===== config.mk =====
export PLATFORM = sky130hd
export DESIGN_NAME = rc_receiver_frame_decoder
export DESIGN_NICKNAME = d
export VERILOG_FILES = /design/src/hw/rtl/rcd_pkg.sv /design/src/hw/rtl/rcd_decode.sv /design/src/hw/rtl/rcd_out_buf.sv /design/src/hw/rtl/rc_receiver_frame_decoder.sv
export SDC_FILE = /design/constraint.sdc
export NUM_CORES = 1
export LEC_CHECK = 0
export BUFFER_PORTS_ARGS = -buffer_cell sky130_fd_sc_hd__buf_2
export CAP_MARGIN = 20
export CORE_UTILIZATION = 50
export CTS_CLUSTER_SIZE = 40
export DETAILED_ROUTE_END_ITERATION = 10
export GPL_ROUTABILITY_DRIVEN = 0
export PLACE_DENSITY = 0.69
export SETUP_SLACK_MARGIN = 0.3
export SYNTH_ARGS = -nofsm -noshare
export SYNTH_HDL_FRONTEND = slang
export SYNTH_SLANG_ARGS = --single-unit

===== constraint.sdc =====
create_clock -name clk -period 16.35 [get_ports clk]
set_input_delay 0 -clock clk [delete_from_list [all_inputs] [get_ports clk]]
set_output_delay 0 -clock clk [all_outputs]
set_load 0.005 [all_outputs]

===== src/hw/rtl/rcd_pkg.sv =====
// ----------------------------------------------------------------------------
// rcd_pkg: shared types and constants of the remote-control frame decoder
// Transaction payloads, request and register codes, reset values and widths.
// ----------------------------------------------------------------------------
package rcd_pkg;

  // Receive buffer length: position wraps here (range 18..63)
  localparam int BUF_LEN_DEF = 36;

  // Byte position counter width, fixed by the 6-bit frame length register
  localparam int POS_W = 6;

  // Bytes kept for decoding; bytes beyond these are counted only
  localparam int STORE_LEN = 16;
  localparam int STORE_AW  = 4;

  // Link-loss counter
  localparam int LOSS_W = 4;
  localparam logic [LOSS_W-1:0] LOSS_MAX = 4'd15;

  // Key mask bits of the reboot combination
  localparam int KEY_SHIFT_BIT = 4;
  localparam int KEY_CTRL_BIT  = 5;
  localparam int KEY_B_BIT     = 15;

  // Request codes
  localparam logic [1:0] REQ_BYTE = 2'd0;
  localparam logic [1:0] REQ_IDLE = 2'd1;
  localparam logic [1:0] REQ_TICK = 2'd2;

  // Configuration register indexes
  localparam int CFG_IDX_W  = 2;
  localparam int CFG_DATA_W = 11;
  localparam logic [CFG_IDX_W-1:0] CFG_FRAME_LEN   = 2'd0;
  localparam logic [CFG_IDX_W-1:0] CFG_CENTER      = 2'd1;
  localparam logic [CFG_IDX_W-1:0] CFG_OFFLINE_SW  = 2'd2;

  // Configuration reset values
  localparam logic [5:0]  FRAME_LEN_RST  = 6'd18;
  localparam logic [10:0] CENTER_RST     = 11'd1024;
  localparam logic [1:0]  OFFLINE_SW_RST = 2'd0;

  typedef struct packed {
    logic [5:0]  frame_length;
    logic [10:0] center_value;
    logic [1:0]  offline_switch;
  } cfg_t;

  typedef struct packed {
    logic [1:0] req_type;
    logic [7:0] rx_byte;
  } in_item_t;

  // Decoded frame state held between frames
  typedef struct packed {
    logic [10:0]        stick_ch0;
    logic [10:0]        stick_ch1;
    logic [10:0]        stick_ch2;
    logic [10:0]        stick_ch3;
    logic [1:0]         switch_left;
    logic [1:0]         switch_right;
    logic signed [15:0] mouse_x;
    logic signed [15:0] mouse_y;
    logic signed [15:0] mouse_z;
    logic [15:0]        mouse_buttons;
    logic [15:0]        key_mask;
  } dec_t;

  typedef struct packed {
    logic [10:0]        stick_ch0;
    logic [10:0]        stick_ch1;
    logic [10:0]        stick_ch2;
    logic [10:0]        stick_ch3;
    logic [1:0]         switch_left;
    logic [1:0]         switch_right;
    logic signed [15:0] mouse_x;
    logic signed [15:0] mouse_y;
    logic signed [15:0] mouse_z;
    logic [15:0]        mouse_buttons;
    logic [15:0]        key_mask;
    logic               reboot_request;
  } out_item_t;

endpackage


===== src/hw/rtl/rcd_decode.sv =====
// ----------------------------------------------------------------------------
// rcd_decode: frame store, position and link-loss tracking, frame unpacking
// Updates state on each accepted transaction and presents the resulting item.
// ----------------------------------------------------------------------------
module rcd_decode #(
  parameter int BUF_LEN = rcd_pkg::BUF_LEN_DEF
) (
  input  logic               clk,
  input  logic               rst_n,
  input  logic               accept,
  input  rcd_pkg::in_item_t  item,
  input  rcd_pkg::cfg_t      cfg,
  output rcd_pkg::out_item_t result
);
  import rcd_pkg::*;

  logic [7:0]        frame_bytes_r [STORE_LEN];
  logic [POS_W-1:0]  pos_r, pos_nxt;
  logic [LOSS_W-1:0] loss_r, loss_nxt;
  dec_t              dec_r, dec_nxt, frame_dec;
  logic              store_en;

  // Unpack the stored bytes; all reads at fixed places
  always_comb begin
    frame_dec.stick_ch0     = {frame_bytes_r[1][2:0], frame_bytes_r[0]};
    frame_dec.stick_ch1     = {frame_bytes_r[2][5:0], frame_bytes_r[1][7:3]};
    frame_dec.stick_ch2     = {frame_bytes_r[4][0], frame_bytes_r[3],
                               frame_bytes_r[2][7:6]};
    frame_dec.stick_ch3     = {frame_bytes_r[5][3:0], frame_bytes_r[4][7:1]};
    frame_dec.switch_left   = frame_bytes_r[5][7:6];
    frame_dec.switch_right  = frame_bytes_r[5][5:4];
    frame_dec.mouse_x       = {frame_bytes_r[7], frame_bytes_r[6]};
    frame_dec.mouse_y       = {frame_bytes_r[9], frame_bytes_r[8]};
    frame_dec.mouse_z       = {frame_bytes_r[11], frame_bytes_r[10]};
    frame_dec.mouse_buttons = {frame_bytes_r[13], frame_bytes_r[12]};
    frame_dec.key_mask      = {frame_bytes_r[15], frame_bytes_r[14]};
  end

  always_comb begin
    pos_nxt  = pos_r;
    loss_nxt = loss_r;
    dec_nxt  = dec_r;
    store_en = 1'b0;
    if (accept) begin
      unique case (item.req_type)
        REQ_BYTE: begin
          store_en = (pos_r < POS_W'(STORE_LEN));
          pos_nxt  = (pos_r == POS_W'(BUF_LEN - 1)) ? '0 : pos_r + 1'b1;
        end
        REQ_IDLE: begin
          loss_nxt = '0;
          pos_nxt  = '0;
          if (pos_r == cfg.frame_length) begin
            dec_nxt = frame_dec;
          end
        end
        REQ_TICK: begin
          if (loss_r == LOSS_MAX) begin
            dec_nxt.stick_ch0    = cfg.center_value;
            dec_nxt.stick_ch1    = cfg.center_value;
            dec_nxt.stick_ch2    = cfg.center_value;
            dec_nxt.stick_ch3    = cfg.center_value;
            dec_nxt.switch_left  = cfg.offline_switch;
            dec_nxt.switch_right = cfg.offline_switch;
          end else begin
            loss_nxt = loss_r + 1'b1;
          end
        end
        default: begin
          // unknown request: no change
        end
      endcase
    end
  end

  // Frame store has no reset; entries are defined once written
  always_ff @(posedge clk) begin
    if (store_en) begin
      frame_bytes_r[pos_r[STORE_AW-1:0]] <= item.rx_byte;
    end
  end

  always_ff @(posedge clk) begin
    if (!rst_n) begin
      pos_r  <= '0;
      loss_r <= '0;
      dec_r  <= '0;
    end else begin
      pos_r  <= pos_nxt;
      loss_r <= loss_nxt;
      dec_r  <= dec_nxt;
    end
  end

  always_comb begin
    result.stick_ch0      = dec_nxt.stick_ch0;
    result.stick_ch1      = dec_nxt.stick_ch1;
    result.stick_ch2      = dec_nxt.stick_ch2;
    result.stick_ch3      = dec_nxt.stick_ch3;
    result.switch_left    = dec_nxt.switch_left;
    result.switch_right   = dec_nxt.switch_right;
    result.mouse_x        = dec_nxt.mouse_x;
    result.mouse_y        = dec_nxt.mouse_y;
    result.mouse_z        = dec_nxt.mouse_z;
    result.mouse_buttons  = dec_nxt.mouse_buttons;
    result.key_mask       = dec_nxt.key_mask;
    result.reboot_request = dec_nxt.key_mask[KEY_SHIFT_BIT] &
                            dec_nxt.key_mask[KEY_CTRL_BIT] &
                            dec_nxt.key_mask[KEY_B_BIT];
  end

endmodule


===== src/hw/rtl/rcd_out_buf.sv =====
// ----------------------------------------------------------------------------
// rcd_out_buf: output register with skid stage
// Holds results while the receiver stalls; stalls the input only when full.
// ----------------------------------------------------------------------------
module rcd_out_buf (
  input  logic               clk,
  input  logic               rst_n,
  input  logic               push,
  input  rcd_pkg::out_item_t push_data,
  output logic               full,
  output logic               out_valid,
  input  logic               out_stall,
  output rcd_pkg::out_item_t out_data
);
  import rcd_pkg::*;

  logic      main_valid_r, main_valid_nxt;
  logic      skid_valid_r, skid_valid_nxt;
  out_item_t main_data_r, main_data_nxt;
  out_item_t skid_data_r, skid_data_nxt;
  logic      take;

  assign take = main_valid_r & ~out_stall;

  always_comb begin
    main_valid_nxt = main_valid_r;
    skid_valid_nxt = skid_valid_r;
    main_data_nxt  = main_data_r;
    skid_data_nxt  = skid_data_r;
    if (skid_valid_r) begin
      // no push possible while the skid stage is occupied
      if (take) begin
        main_data_nxt  = skid_data_r;
        skid_valid_nxt = 1'b0;
      end
    end else if (push) begin
      if (!main_valid_r || take) begin
        main_data_nxt  = push_data;
        main_valid_nxt = 1'b1;
      end else begin
        skid_data_nxt  = push_data;
        skid_valid_nxt = 1'b1;
      end
    end else if (take) begin
      main_valid_nxt = 1'b0;
    end
  end

  always_ff @(posedge clk) begin
    if (!rst_n) begin
      main_valid_r <= 1'b0;
      skid_valid_r <= 1'b0;
    end else begin
      main_valid_r <= main_valid_nxt;
      skid_valid_r <= skid_valid_nxt;
    end
  end

  always_ff @(posedge clk) begin
    main_data_r <= main_data_nxt;
    skid_data_r <= skid_data_nxt;
  end

  assign full      = skid_valid_r;
  assign out_valid = main_valid_r;
  assign out_data  = main_data_r;

endmodule


===== src/hw/rtl/rc_receiver_frame_decoder.sv =====
// ----------------------------------------------------------------------------
// rc_receiver_frame_decoder: remote-control receiver frame decoder
// Collects received bytes, decodes a frame on line idle, tracks link loss.
// ----------------------------------------------------------------------------
// Each input transaction (received byte, line idle or timer tick) produces
// exactly one result transaction carrying the decoded fields as they stand
// after that request. One transaction is accepted per clock while in_stall
// is low: state update and frame unpacking are a single pass of wiring and
// small muxes, and the result is registered on acceptance. A two-entry output
// buffer (output register plus skid stage) absorbs downstream stalls, so
// in_stall rises only once two results are waiting. Configuration writes
// take effect on the next cycle and are meant for idle periods only.
module rc_receiver_frame_decoder #(
  parameter int BUF_LEN = rcd_pkg::BUF_LEN_DEF
) (
  input  logic                            clk,
  input  logic                            rst_n,
  // input channel
  input  logic                            in_valid,
  output logic                            in_stall,
  input  rcd_pkg::in_item_t               in_data,
  // result channel
  output logic                            out_valid,
  input  logic                            out_stall,
  output rcd_pkg::out_item_t              out_data,
  // configuration write port
  input  logic                            cfg_we,
  input  logic [rcd_pkg::CFG_IDX_W-1:0]   cfg_index,
  input  logic [rcd_pkg::CFG_DATA_W-1:0]  cfg_wdata
);
  import rcd_pkg::*;

  cfg_t      cfg_r, cfg_nxt;
  logic      accept;
  out_item_t result;
  logic      buf_full;

  // Register file: values masked to their widths, unknown indexes ignored
  always_comb begin
    cfg_nxt = cfg_r;
    if (cfg_we) begin
      unique case (cfg_index)
        CFG_FRAME_LEN:  cfg_nxt.frame_length   = cfg_wdata[5:0];
        CFG_CENTER:     cfg_nxt.center_value   = cfg_wdata[10:0];
        CFG_OFFLINE_SW: cfg_nxt.offline_switch = cfg_wdata[1:0];
        default: begin
          // no register here
        end
      endcase
    end
  end

  always_ff @(posedge clk) begin
    if (!rst_n) begin
      cfg_r.frame_length   <= FRAME_LEN_RST;
      cfg_r.center_value   <= CENTER_RST;
      cfg_r.offline_switch <= OFFLINE_SW_RST;
    end else begin
      cfg_r <= cfg_nxt;
    end
  end

  // A transaction is taken whenever the skid stage is free
  assign in_stall = buf_full;
  assign accept   = in_valid & ~buf_full;

  rcd_decode #(
    .BUF_LEN (BUF_LEN)
  ) u_decode (
    .clk    (clk),
    .rst_n  (rst_n),
    .accept (accept),
    .item   (in_data),
    .cfg    (cfg_r),
    .result (result)
  );

  rcd_out_buf u_out_buf (
    .clk       (clk),
    .rst_n     (rst_n),
    .push      (accept),
    .push_data (result),
    .full      (buf_full),
    .out_valid (out_valid),
    .out_stall (out_stall),
    .out_data  (out_data)
  );

`ifndef ASSERT_OFF
  // Skid stage only fills behind an occupied output register
  a_stall_implies_valid: assert property (@(posedge clk) disable iff (!rst_n)
    in_stall |-> out_valid)
    else $error("input stalled with no result pending");

  // Every accepted transaction leaves a result waiting
  a_accept_gives_result: assert property (@(posedge clk) disable iff (!rst_n)
    (in_valid && !in_stall) |=> out_valid)
    else $error("accepted transaction produced no result");

  // Reboot flag tracks the shift, ctrl and B keys of the delivered mask
  a_reboot_consistent: assert property (@(posedge clk) disable iff (!rst_n)
    out_valid |-> (out_data.reboot_request ==
                   (out_data.key_mask[KEY_SHIFT_BIT] &&
                    out_data.key_mask[KEY_CTRL_BIT] &&
                    out_data.key_mask[KEY_B_BIT])))
    else $error("reboot request disagrees with key mask");
`endif

endmodule


==> results.md <==
- Inserted Clock Buffers: 53
- Initial antenna violation count: 4
- GRT Total Usage: 0.1990
- Count of cell types in the netlist: 53
- Clk_lat worst skew: 0.59 ns
- Status: finished, final reports clean
- Area Growth Syn to Fin: 15.53%
- Root buf cell: clkbuf_16
- Minimum setup slack after placement: 12.74 ns
- DR iter-0 viols: 688
- Pleak: 9.969 nW
- Hold WS: 0.04688 ns
- Buffers added on ports: 158
- CTS clk-pin slew, worst paths: 0.06 ns
- H-Tree Depth: 2
- Proportion of layout cells with a drive suffix above 1: 0.2552
- YS warnings: 0
- Setup TNS: 0 ns
- Slew headroom: 0.2508
- Slew @ Worst Pin: 1.124 ns
- Starting density of the core: 0.5064
- RSZ-0062 raised after global routing: false
- Routed vias/inst: 5.143
- EDFF count, synth: 386
- Clk sink count: 545
- CTS max path bufs: 3
- Final HPWL DP: 24550 µm
- Largest net degree at the start of global routing: 156
- Resize count post-CTS: 0
- Die area: 43210 µm²
- DR WL/cell: 19.13 µm
- Most frequent cells after synthesis: edfxtp_1 (386), inv_1 (167), dfxtp_1 (159), nand2_1 (145), mux2i_1 (100)
- GR Overflow Total: 0
- Synthesized cell area: 21190 µm²
- First-pass GRT wire length: 66070 µm
- Slowest CP cell: buf_4
- Crit. End Element: flop
- Syn Nets: 1497
- Crit path required time: 16.65 ns
- CORE AREA: 41850 µm²
- Count leader, synth: edfxtp_1
- Critical-path cell list: nand2b_4 > nor4_2 > nand3_4 > buf_4 > mux2i_2 > mux2i_1
- Synthesized area per cell: 14.51 µm²
- Height of the die: 207.9 µm
- CTS tree: done
- DRC violation count after routing: 0
- Synth top area share: 0.5469
- CP top delay family: simple AND/OR/NAND/NOR gates
- Num rows: 75
- Die W: 207.9 µm
- Final Total Pwr: 2.859 mW
- Post-Syn Instances: 1461
- Tmin final: 3.654 ns
- First drt pass iteration count: 5
- Hold Vio Cnt, Final: 0
- Via count: 11510
- Startpoint types: flop
- Pwr/cell area: 116.8 nW/µm²
- Layout Skew: 0.02256 ns
- Period utilization: 0.2235
- Worst Path Buf+Inv: 1
- WL final: 42810 µm
- Predominant post-synthesis flop cell: edfxtp_1
- Max-slew violations: 0
- Maximum vdd drop: 0.09060 mV
- Post-route cell area: 24480 µm²
- Placed cell area: 22390 µm²
- Crit path max fanout: 45
- Largest stage delay, worst path: 0.95 ns
- Synth async-reset ratio: 0
- Max cap viols: 0
- Final WS setup: 12.70 ns
- Final-stage net count: 1690
- I/O pins: 159
- Worst Setup Path Type: reg -> reg
- Fmax: 0.2737 GHz
- Yosys top cell by area: edfxtp_1
- Yosys reg bits: 545
- Hold/Removal Path Class: in -> reg
- Routed Antenna Nets: 0
- Setup-failing EPs final: 0
- FILL cells: 3297
- Area contributors post-synth: edfxtp_1 (55%), dfxtp_1 (15%), mux2i_2 (5.2%)
- Sequential share of the synthesized area: 0.6971
- Vias in the first global route: 11610
- WP data arrival: 3.95 ns
## power by group
group / internal [mW] / total, mW / switching [mW]
clock: 0.707 / 1.21 / 0.505
sequential: 1.51 / 1.53 / 0.0146
combinational: 0.0452 / 0.119 / 0.0738
## state kept, by name (all words and copies together) (netlist names)
register,flops
cfg_r,19
u_decode.dec_r,128
u_out_buf.skid_data_r,129
u_decode.loss_r,4
u_out_buf.full,1
u_decode.pos_r,6
u_decode.frame_bytes_r,128
u_out_buf.out_data,129
u_out_buf.out_valid,1
## placed cells by master (no fill, tap or decap), drive strengths merged, types with 3 or more instances in the layout
cell         instances
nand3b               3
dfxtp              159
ha                   8
mux2i              180
nor2b               98
clkinv              15
buf                169
o21ai                7
clkbuf              79
dlygate4sd3         32
a21boi              46
a22oi                5
nor3                 5
nor2                25
mux2                 4
nand4                5
nand3                5
xor2                 9
o211ai              45
nand2b               4
inv                168
a41oi                3
nand2              145
and3                 4
o2bb2ai              3
and2                16
edfxtp             386
a21oi               48
## layer usage
| layer | vias to the layer above | GRT usage | routed length (µm) |
|---|---|---|---|
| li1 | 5481 | - | - |
| met1 | 5705 | 0.2720 | 19410 |
| met2 | 257 | 0.3221 | 20330 |
| met3 | 66 | 0.04342 | 2202 |
| met4 | 2 | 0.05492 | 851 |
| met5 | - | 0 | 12 |
## worst paths after layout
check / start / to / slack (ns) / cells after the start
max: u_out_buf.full$_SDFF_PN0_ / u_out_buf.out_data[61]$_DFFE_PP_ / 12.70 / 6
min: rst_n / cfg_r[17]$_SDFFE_PN1P_ / 0.05 / 2
max reg2reg: u_out_buf.full$_SDFF_PN0_ / u_out_buf.out_data[61]$_DFFE_PP_ / 12.70 / 6
min reg2reg: u_decode.dec_r[109]$_SDFF_PN0_ / u_decode.dec_r[109]$_SDFF_PN0_ / 0.49 / 2
## logic make-up (layout without fill, tap and decap cells)
family,Yosys count,count (layout),synth area share
simple gates,320,320,0.07687
mux,184,184,0.1013
fa+ha+maj,8,8,0.004723
xor+xnor,10,10,0.004487
buf+inv,230,466,0.04806
flops,545,545,0.6971
compound gates,164,164,0.06742
other cells,0,2,0
## layout make-up
class                   instances  area (µm²)  area share
diodes                          2       5.005   0.0002044
flip-flops and latches        545       14780      0.6036
clock inverters                19       162.7    0.006643
repair buffers                201        1200     0.04901
inverters                     167       626.9     0.02560
well taps                     539       674.4     0.02754
multi-input cells             686        5439      0.2221
clock buffers                  79        1598     0.06526
## through the flow
stage	std cells	utilization
final	2238	0.5850
after global routing	2237	0.5849
after CTS	2235	0.5847
after detailed placement	2105	0.5350
after global placement	2105	0.5350
after floorplan	1461	-
## timing repair
item                      in CTS  in global routing
hold endpoints to repair     163                  0
setup buffers                  0                  0
hold buffers                  32                  0
Note: power is estimated with default switching activity, not from simulation.
